<file path="src/rtl/rob_pkg.sv">
// shared types and constants for the row occupancy and barycenter block
package rob_pkg;

    localparam int DEF_MAX_WIDTH = 1024;
    localparam int QUEUE_DEPTH   = 2;
    localparam int PCT           = 100;
    localparam int RES_W         = 7;

    typedef struct packed {
        logic [7:0] pixel;
        logic       row_end;
    } pix_t;

    typedef struct packed {
        logic [RES_W-1:0] occupancy;
        logic [RES_W-1:0] center;
        logic             center_valid;
    } res_t;

endpackage

</file>
<file path="src/rtl/rob_front.sv">
// pixel front end: column tracking and per-row white statistics
module rob_front #(
    parameter int MAX_WIDTH = rob_pkg::DEF_MAX_WIDTH,
    localparam int CW = $clog2(MAX_WIDTH + 1),
    localparam int IW = $clog2(MAX_WIDTH),
    localparam int SW = 2 * CW
) (
    input  logic          clk,
    input  logic          rst_n,
    input  logic          pix_valid,
    output logic          pix_stall,
    input  rob_pkg::pix_t pix_data,
    input  logic          full,
    output logic          push,
    output logic [IW-1:0] rec_first,
    output logic [IW-1:0] rec_last,
    output logic [CW-1:0] rec_count,
    output logic [SW-1:0] rec_sum
);
    import rob_pkg::*;

    logic [CW-1:0] column_reg, column_next;
    logic [IW-1:0] first_reg, first_next;
    logic [IW-1:0] last_reg, last_next;
    logic [CW-1:0] count_reg, count_next;
    logic [SW-1:0] sum_reg, sum_next;
    logic          seen_reg, seen_next;
    logic          accept;
    logic          in_range;
    logic          white;
    logic [IW-1:0] col_idx;

    assign pix_stall = full;
    assign accept    = pix_valid && !full;
    assign in_range  = column_reg < CW'(MAX_WIDTH);
    assign white     = in_range && (pix_data.pixel != 8'd0);
    assign col_idx   = column_reg[IW-1:0];

    always_comb
    begin
        column_next = in_range ? column_reg + CW'(1) : column_reg;
        first_next  = (white && !seen_reg) ? col_idx : first_reg;
        last_next   = white ? col_idx : last_reg;
        count_next  = count_reg + CW'(white);
        sum_next    = sum_reg + (white ? SW'(column_reg) : SW'(0));
        seen_next   = seen_reg || white;
    end

    // the row record carries the statistics including the row's last pixel
    assign push      = accept && pix_data.row_end;
    assign rec_first = first_next;
    assign rec_last  = last_next;
    assign rec_count = count_next;
    assign rec_sum   = sum_next;

    always_ff @(posedge clk or negedge rst_n)
    begin
        if (!rst_n)
        begin
            column_reg <= '0;
            first_reg  <= '0;
            last_reg   <= '0;
            count_reg  <= '0;
            sum_reg    <= '0;
            seen_reg   <= 1'b0;
        end
        else if (accept)
        begin
            if (pix_data.row_end)
            begin
                column_reg <= '0;
                first_reg  <= '0;
                last_reg   <= '0;
                count_reg  <= '0;
                sum_reg    <= '0;
                seen_reg   <= 1'b0;
            end
            else
            begin
                column_reg <= column_next;
                first_reg  <= first_next;
                last_reg   <= last_next;
                count_reg  <= count_next;
                sum_reg    <= sum_next;
                seen_reg   <= seen_next;
            end
        end
    end

endmodule

</file>
<file path="src/rtl/rob_queue.sv">
// short first-in first-out queue of row records
module rob_queue #(
    parameter int W     = 8,
    parameter int DEPTH = rob_pkg::QUEUE_DEPTH,
    localparam int PW = (DEPTH > 1) ? $clog2(DEPTH) : 1,
    localparam int NW = $clog2(DEPTH + 1)
) (
    input  logic         clk,
    input  logic         rst_n,
    input  logic         push,
    input  logic [W-1:0] wdata,
    input  logic         pop,
    output logic         full,
    output logic         valid,
    output logic [W-1:0] rdata
);
    import rob_pkg::*;

    logic [W-1:0]  mem_reg [DEPTH];
    logic [PW-1:0] wr_reg;
    logic [PW-1:0] rd_reg;
    logic [NW-1:0] fill_reg;

    assign full  = fill_reg == NW'(DEPTH);
    assign valid = fill_reg != '0;
    assign rdata = mem_reg[rd_reg];

    always_ff @(posedge clk)
    begin
        if (push)
        begin
            mem_reg[wr_reg] <= wdata;
        end
    end

    always_ff @(posedge clk or negedge rst_n)
    begin
        if (!rst_n)
        begin
            wr_reg   <= '0;
            rd_reg   <= '0;
            fill_reg <= '0;
        end
        else
        begin
            if (push)
            begin
                wr_reg <= (wr_reg == PW'(DEPTH - 1)) ? '0 : wr_reg + PW'(1);
            end
            if (pop)
            begin
                rd_reg <= (rd_reg == PW'(DEPTH - 1)) ? '0 : rd_reg + PW'(1);
            end
            if (push && !pop)
            begin
                fill_reg <= fill_reg + NW'(1);
            end
            else if (pop && !push)
            begin
                fill_reg <= fill_reg - NW'(1);
            end
        end
    end

endmodule

</file>
<file path="src/rtl/rob_div.sv">
// restoring divider, one quotient bit per cycle
module rob_div #(
    parameter int NW = 8,
    parameter int DW = 8,
    localparam int KW = $clog2(NW)
) (
    input  logic          clk,
    input  logic          rst_n,
    input  logic          start,
    input  logic [NW-1:0] num,
    input  logic [DW-1:0] den,
    output logic          done,
    output logic [NW-1:0] quo
);
    import rob_pkg::*;

    logic [NW-1:0] q_reg;
    logic [DW-1:0] rem_reg;
    logic [DW-1:0] den_reg;
    logic [KW-1:0] cnt_reg;
    logic          busy_reg;
    logic          done_reg;
    logic [DW:0]   rem_sh;
    logic          ge;
    logic [DW:0]   rem_sub;

    assign rem_sh  = {rem_reg, q_reg[NW-1]};
    assign ge      = rem_sh >= {1'b0, den_reg};
    assign rem_sub = rem_sh - {1'b0, den_reg};
    assign done    = done_reg;
    assign quo     = q_reg;

    always_ff @(posedge clk or negedge rst_n)
    begin
        if (!rst_n)
        begin
            q_reg    <= '0;
            rem_reg  <= '0;
            den_reg  <= '0;
            cnt_reg  <= '0;
            busy_reg <= 1'b0;
            done_reg <= 1'b0;
        end
        else if (start)
        begin
            q_reg    <= num;
            rem_reg  <= '0;
            den_reg  <= den;
            cnt_reg  <= '0;
            busy_reg <= 1'b1;
            done_reg <= 1'b0;
        end
        else if (busy_reg)
        begin
            // remainder stays below the divisor, so DW bits hold it
            rem_reg <= ge ? rem_sub[DW-1:0] : rem_sh[DW-1:0];
            q_reg   <= {q_reg[NW-2:0], ge};
            cnt_reg <= cnt_reg + KW'(1);
            if (cnt_reg == KW'(NW - 1))
            begin
                busy_reg <= 1'b0;
                done_reg <= 1'b1;
            end
        end
        else
        begin
            done_reg <= 1'b0;
        end
    end

endmodule

</file>
<file path="src/rtl/rob_back.sv">
// row back end: occupancy and barycenter through a shared serial divider
module rob_back #(
    parameter int MAX_WIDTH = rob_pkg::DEF_MAX_WIDTH,
    localparam int CW = $clog2(MAX_WIDTH + 1),
    localparam int IW = $clog2(MAX_WIDTH),
    localparam int SW = 2 * CW,
    localparam int RW = 2 * IW + CW + SW
) (
    input  logic          clk,
    input  logic          rst_n,
    input  logic          q_valid,
    input  logic [RW-1:0] q_data,
    output logic          pop,
    output logic          res_valid,
    input  logic          res_stall,
    output rob_pkg::res_t res_data
);
    import rob_pkg::*;

    localparam int NW = SW + RES_W;

    typedef enum logic [2:0] {
        IDLE,
        OFFS,
        SCALE,
        OCC,
        QUO,
        CTR,
        HOLD
    } state_t;

    state_t            state_reg;
    logic [IW-1:0]     first_reg;
    logic [IW-1:0]     last_reg;
    logic [CW-1:0]     count_reg;
    logic [SW-1:0]     sum_reg;
    logic [SW-1:0]     offs_reg;
    logic [NW-1:0]     scaled_reg;
    logic [RES_W-1:0]  occ_reg;
    logic              div_start_reg;
    logic [NW-1:0]     div_num_reg;
    logic [CW-1:0]     div_den_reg;
    logic              res_valid_reg;
    res_t              res_reg;

    logic [IW-1:0]     h_first;
    logic [IW-1:0]     h_last;
    logic [CW-1:0]     h_count;
    logic [SW-1:0]     h_sum;
    logic              h_ok;
    logic [CW-1:0]     span;
    logic              div_done;
    logic [NW-1:0]     div_quo;

    assign {h_first, h_last, h_count, h_sum} = q_data;
    assign h_ok      = (h_count >= CW'(2)) && (h_last > h_first);
    assign span      = CW'(last_reg - first_reg);
    assign pop       = (state_reg == IDLE) && q_valid;
    assign res_valid = res_valid_reg;
    assign res_data  = res_reg;

    rob_div #(
        .NW(NW),
        .DW(CW)
    ) u_div (
        .clk  (clk),
        .rst_n(rst_n),
        .start(div_start_reg),
        .num  (div_num_reg),
        .den  (div_den_reg),
        .done (div_done),
        .quo  (div_quo)
    );

    always_ff @(posedge clk or negedge rst_n)
    begin
        if (!rst_n)
        begin
            state_reg     <= IDLE;
            first_reg     <= '0;
            last_reg      <= '0;
            count_reg     <= '0;
            sum_reg       <= '0;
            offs_reg      <= '0;
            scaled_reg    <= '0;
            occ_reg       <= '0;
            div_start_reg <= 1'b0;
            div_num_reg   <= '0;
            div_den_reg   <= '0;
            res_valid_reg <= 1'b0;
            res_reg       <= '0;
        end
        else
        begin
            div_start_reg <= 1'b0;
            unique case (state_reg)
                IDLE:
                begin
                    if (q_valid)
                    begin
                        first_reg <= h_first;
                        last_reg  <= h_last;
                        count_reg <= h_count;
                        sum_reg   <= h_sum;
                        if (h_ok)
                        begin
                            state_reg <= OFFS;
                        end
                        else
                        begin
                            // under two whites: zero result, no barycenter
                            res_reg       <= '0;
                            res_valid_reg <= 1'b1;
                            state_reg     <= HOLD;
                        end
                    end
                end
                OFFS:
                begin
                    // sum of offsets from the leftmost white
                    offs_reg  <= sum_reg - SW'(count_reg * first_reg);
                    state_reg <= SCALE;
                end
                SCALE:
                begin
                    scaled_reg    <= NW'(offs_reg) * NW'(PCT);
                    div_start_reg <= 1'b1;
                    div_num_reg   <= NW'(count_reg - CW'(1)) * NW'(PCT);
                    div_den_reg   <= span;
                    state_reg     <= OCC;
                end
                OCC:
                begin
                    if (div_done)
                    begin
                        occ_reg       <= div_quo[RES_W-1:0];
                        div_start_reg <= 1'b1;
                        div_num_reg   <= scaled_reg;
                        div_den_reg   <= count_reg;
                        state_reg     <= QUO;
                    end
                end
                QUO:
                begin
                    if (div_done)
                    begin
                        div_start_reg <= 1'b1;
                        div_num_reg   <= div_quo;
                        div_den_reg   <= span;
                        state_reg     <= CTR;
                    end
                end
                CTR:
                begin
                    if (div_done)
                    begin
                        res_reg.occupancy    <= occ_reg;
                        res_reg.center       <= div_quo[RES_W-1:0];
                        res_reg.center_valid <= 1'b1;
                        res_valid_reg        <= 1'b1;
                        state_reg            <= HOLD;
                    end
                end
                HOLD:
                begin
                    if (!res_stall)
                    begin
                        res_valid_reg <= 1'b0;
                        state_reg     <= IDLE;
                    end
                end
                default:
                begin
                    state_reg <= IDLE;
                end
            endcase
        end
    end

endmodule

</file>
<file path="src/rtl/row_occupancy_barycenter.sv">
// top level of the row occupancy and barycenter block
// Pixels of a row are taken one per cycle; the front end keeps the column,
// the extreme white columns, the white count and the column sum, and on the
// pixel flagged row_end it pushes one row record into a two-entry queue. The
// back end turns each record of a row with at least two whites into a
// result with three divisions on a single restoring divider that produces
// one quotient bit per cycle; a row with fewer whites gets a zero result
// with no barycenter. Pixel input stalls only while the queue is full,
// which happens when rows end faster than the back end retires them.
module row_occupancy_barycenter #(
    parameter int MAX_WIDTH = rob_pkg::DEF_MAX_WIDTH
) (
    input  logic          clk,
    input  logic          rst_n,
    input  logic          pix_valid,
    output logic          pix_stall,
    input  rob_pkg::pix_t pix_data,
    output logic          res_valid,
    input  logic          res_stall,
    output rob_pkg::res_t res_data
);
    import rob_pkg::*;

    localparam int CW = $clog2(MAX_WIDTH + 1);
    localparam int IW = $clog2(MAX_WIDTH);
    localparam int SW = 2 * CW;
    localparam int RW = 2 * IW + CW + SW;

    logic          full;
    logic          push;
    logic          pop;
    logic          q_valid;
    logic [RW-1:0] q_data;
    logic [IW-1:0] rec_first;
    logic [IW-1:0] rec_last;
    logic [CW-1:0] rec_count;
    logic [SW-1:0] rec_sum;

    rob_front #(
        .MAX_WIDTH(MAX_WIDTH)
    ) u_front (
        .clk      (clk),
        .rst_n    (rst_n),
        .pix_valid(pix_valid),
        .pix_stall(pix_stall),
        .pix_data (pix_data),
        .full     (full),
        .push     (push),
        .rec_first(rec_first),
        .rec_last (rec_last),
        .rec_count(rec_count),
        .rec_sum  (rec_sum)
    );

    rob_queue #(
        .W    (RW),
        .DEPTH(QUEUE_DEPTH)
    ) u_queue (
        .clk  (clk),
        .rst_n(rst_n),
        .push (push),
        .wdata({rec_first, rec_last, rec_count, rec_sum}),
        .pop  (pop),
        .full (full),
        .valid(q_valid),
        .rdata(q_data)
    );

    rob_back #(
        .MAX_WIDTH(MAX_WIDTH)
    ) u_back (
        .clk      (clk),
        .rst_n    (rst_n),
        .q_valid  (q_valid),
        .q_data   (q_data),
        .pop      (pop),
        .res_valid(res_valid),
        .res_stall(res_stall),
        .res_data (res_data)
    );

endmodule
</file>
<file path="config.mk">
export PLATFORM = sky130hd
export DESIGN_NAME = row_occupancy_barycenter
export DESIGN_NICKNAME = d
export VERILOG_FILES = /design/src/rtl/rob_pkg.sv /design/src/rtl/rob_front.sv /design/src/rtl/rob_queue.sv /design/src/rtl/rob_div.sv /design/src/rtl/rob_back.sv /design/src/rtl/row_occupancy_barycenter.sv
export SDC_FILE = /design/constraint.sdc
export NUM_CORES = 1
export LEC_CHECK = 0
export ABC_AREA = 1
export BUFFER_PORTS_ARGS = -buffer_cell sky130_fd_sc_hd__buf_2
export CAP_MARGIN = 30
export CELL_PAD_IN_SITES_DETAIL_PLACEMENT = 1
export CELL_PAD_IN_SITES_GLOBAL_PLACEMENT = 1
export CORE_MARGIN = 3
export CORE_UTILIZATION = 45
export DETAILED_ROUTE_END_ITERATION = 8
export PLACE_DENSITY = 0.75
export SYNTH_ARGS = -nofsm -noshare
export SYNTH_HDL_FRONTEND = slang
export SYNTH_SLANG_ARGS = --single-unit
</file>
<file path="constraint.sdc">
create_clock -name clk -period 4.8 [get_ports clk]
set_clock_uncertainty 0.15 [all_clocks]
set_input_delay 0.72 -clock clk [delete_from_list [all_inputs] [get_ports clk]]
set_output_delay 0.72 -clock clk [all_outputs]
set_load 0.05 [all_outputs]
</file>
==> impl_metrics.py <==
metrics = {
    "global_route": {
        "grt_pass1_wl_mm": 125.7,
        "track_usage_pct": 24.63,
        "grt_pass1_vias": 23806,
        "grt_max_degree": 99,
        "antenna_found_initial": 0,
        "overflow": 0,
    },
    "floorplan": {
        "fp.dieW_um": 250.1,
        "die_area_mm2": 0.06256,
        "io_pins": 30,
        "die_h_um": 250.1,
        "coreArea_mm2": 0.05836,
        "start_util_pct": 45.95,
        "row_count": 88,
    },
    "cells_and_area": {
        "diodes": 0,
        "drive_gt1_share_pct": 13.54,
        "final_common_cell": "nand2_1",
        "mostFrequentLayoutCells": "nand2_1, inv_1, dfrtp_1",
        "fill_cells": 6848,
        "largest_reg_flops": 106,
        "regArea_mm2": 0.01061,
        "area_growth_pct": 15.30,
        "multi_input_area_mm2": 0.01451,
        "nNetsFinal": 3609,
        "fin_cells": 4060,
    },
    "yosys": {
        "synth.distinct_cells": 56,
        "async_reset_ff_share_pct": 73.63,
        "yosys-top-cells-area": "dfrtp_1, edfxtp_1, nand2_1, ha_1, fa_1",
        "synth.net_count": 3492,
        "synth_ff_type": "dfrtp_1",
        "synthCells": 3141,
        "syn_area_mm2": 0.02682,
        "yosysSeqAreaShare_pct": 39.49,
        "ys.warnings.count": 0,
        "synth_top_area_share_pct": 27.62,
        "synth_edf_count": 106,
        "yosys.area.top_type": "dfrtp_1",
        "syn_area_per_cell_um2": 8.537,
        "ys_ff_latch": 402,
    },
    "clock_network": {
        "cts_sinks": 402,
        "clk_latency_ns": 0.59,
        "clkTransAtPathRegs_ns": 0.06,
        "cts_tree": "done",
        "htree_levels": 2,
        "root_buffer": "clkbuf_16",
        "cts_hold_buffers": 0,
        "clk_path_buf_depth": 3,
        "cts_buffers": 45,
    },
    "detailed_routing": {
        "avgViaCountPerCell": 5.312,
        "routedWlPerCell_um": 18.97,
        "ant_nets": 0,
        "drt_wl_total_mm": 77.00,
        "vias": 21568,
        "firstDrtPassIters": 5,
        "drc": 0,
        "drt-initial-drc-count": 1008,
    },
    "timing": {
        "period_share_pct": 103.6,
        "holdWs_ns": 0.05102,
        "setup_viol": 10,
        "slew_violations": 0,
        "tightestPinTransition_ns": 0.8704,
        "hold_viol_final": 0,
        "timing.slew.headroom_pct": 41.97,
        "fin_ws_ns": -0.1744,
        "rsz0062_at_grt": "true",
        "fmax_mhz": 201.0,
        "period_minus_slack_ns": 4.974,
        "fin_tns_setup_ns": -1.005,
    },
    "status": {
        "status": "finished, violations left",
        "violations": "setup timing",
    },
    "flow_run": {
        "cap_viol_max_count": 0,
    },
    "hold_path": {
        "hold_path_class": "in -> async",
    },
    "setup_path": {
        "critPathMaxFanout": 7,
        "cp-start-kind": "flip-flop",
        "cp.arrival_ns": 5.26,
        "end_kind": "flip-flop",
        "cp.required_ns": 5.09,
        "worst-setup-path-type": "reg -> reg",
    },
    "placement": {
        "place_congestion": 0.8926,
        "dp_cells": 3941,
        "portBuffers": 29,
        "dpl.hpwl_mm": 58.86,
    },
}
[worst max-delay path, stage by stage (launching register included)]
cell and delay (ns):
dfrtp_2 0.50, buf_4 0.17, buf_6 0.12, nand2_1 0.06
inv_1 0.05, fa_1 0.53, ha_1 0.14, inv_1 0.06
fa_1 0.53, inv_1 0.05, fa_1 0.46, fa_1 0.50
inv_1 0.06, ha_4 0.29, buf_4 0.11, nand2_1 0.07
buf_6 0.14, nor4_4 0.26, buf_4 0.16, a21o_1 0.13
nand2_1 0.10, nand3_4 0.11, o21ai_2 0.06
[per-stage QoR]
| step | setup WS (ns) | utilization [%] | area, um^2 |
|---|---|---|---|
| final | -0.1744 | 52.98 | 30920 |
| after floorplan | 0.003753 | - | 26950 |
| after global routing | -0.3210 | 52.98 | 30920 |
| after CTS | -0.1282 | 52.45 | 30610 |
| after global placement | -0.2915 | 48.67 | 28400 |
| after detailed placement | -0.4275 | 48.72 | 28430 |
[kinds of logic (layout without fill, tap and decap cells)]
logic type	count (synthesis)	count (layout)	synth area share (%)
mux	10	10	0.3733
buf+inv	648	802	9.369
xor+xnor	68	68	2.221
flops	402	402	39.49
other cells	1	1	0.01398
compound gates	535	535	11.73
simple gates	1139	1139	17.55
fa+ha+maj	338	338	19.24
[cells in the mapped netlist, drive strengths merged (20+ instances only)]
library cell and number:
fa 124, ha 214, a21oi 151, xor2 44, edfxtp 106, nor2 203, inv 544, or2 22
buf 33, a221oi 20, clkbuf 69, a22o 27, o21ai 233, nand2 752, nand3 101, dfrtp 296
o31ai 24, xnor2 24, nand4 26
[final timing paths]
| kind | start | endpoint | slack (ns) | cells after the start |
|---|---|---|---|---|
| worst max-delay path | u_back.first_reg[3] | u_back.offs_reg[11] | -0.17 | 22 |
| worst min-delay path | rst_n | u_back.sum_reg[20] | 0.05 | 1 |
| worst max register to register | u_back.first_reg[3] | u_back.offs_reg[11] | -0.17 | 22 |
| worst min register to register | u_back.res_data[13] | u_back.res_data[13] | 0.32 | 2 |
| max in group asynchronous | rst_n | u_back.u_div.quo[28] | 3.42 | 2 |
| min in group clk | u_back.res_data[13] | u_back.res_data[13] | 0.32 | 2 |
[layout make-up]
cell class | instances | area share, %
Timing Repair Buffer | 172 | 4.290
Clock inverter | 21 | 0.7770
Sequential cell | 402 | 34.33
Inverter | 546 | 6.637
Clock buffer | 63 | 3.958
Tap cell | 765 | 3.096
Multi-Input combinational cell | 2091 | 46.91
[what timing repair did]
item,4_1_cts,5_1_grt
pin swaps,64,36
cloned,0,0
gates resized for setup,130,63
setup endpoints to repair,24,30
endpoints found under the hold margin,0,0
setup buffers,28,7
[layer usage]
layer	track usage (%)	up-vias	part of all wire, %
met1	31.56	10824	44
met5	0	-	0
li1	-	10346	-
met4	8.208	0	3.6
met2	43.42	267	50
met3	2.803	131	2.7
Power is not shown: default switching activity piles up to over one toggle a cycle in this logic, so the estimate is an artifact.
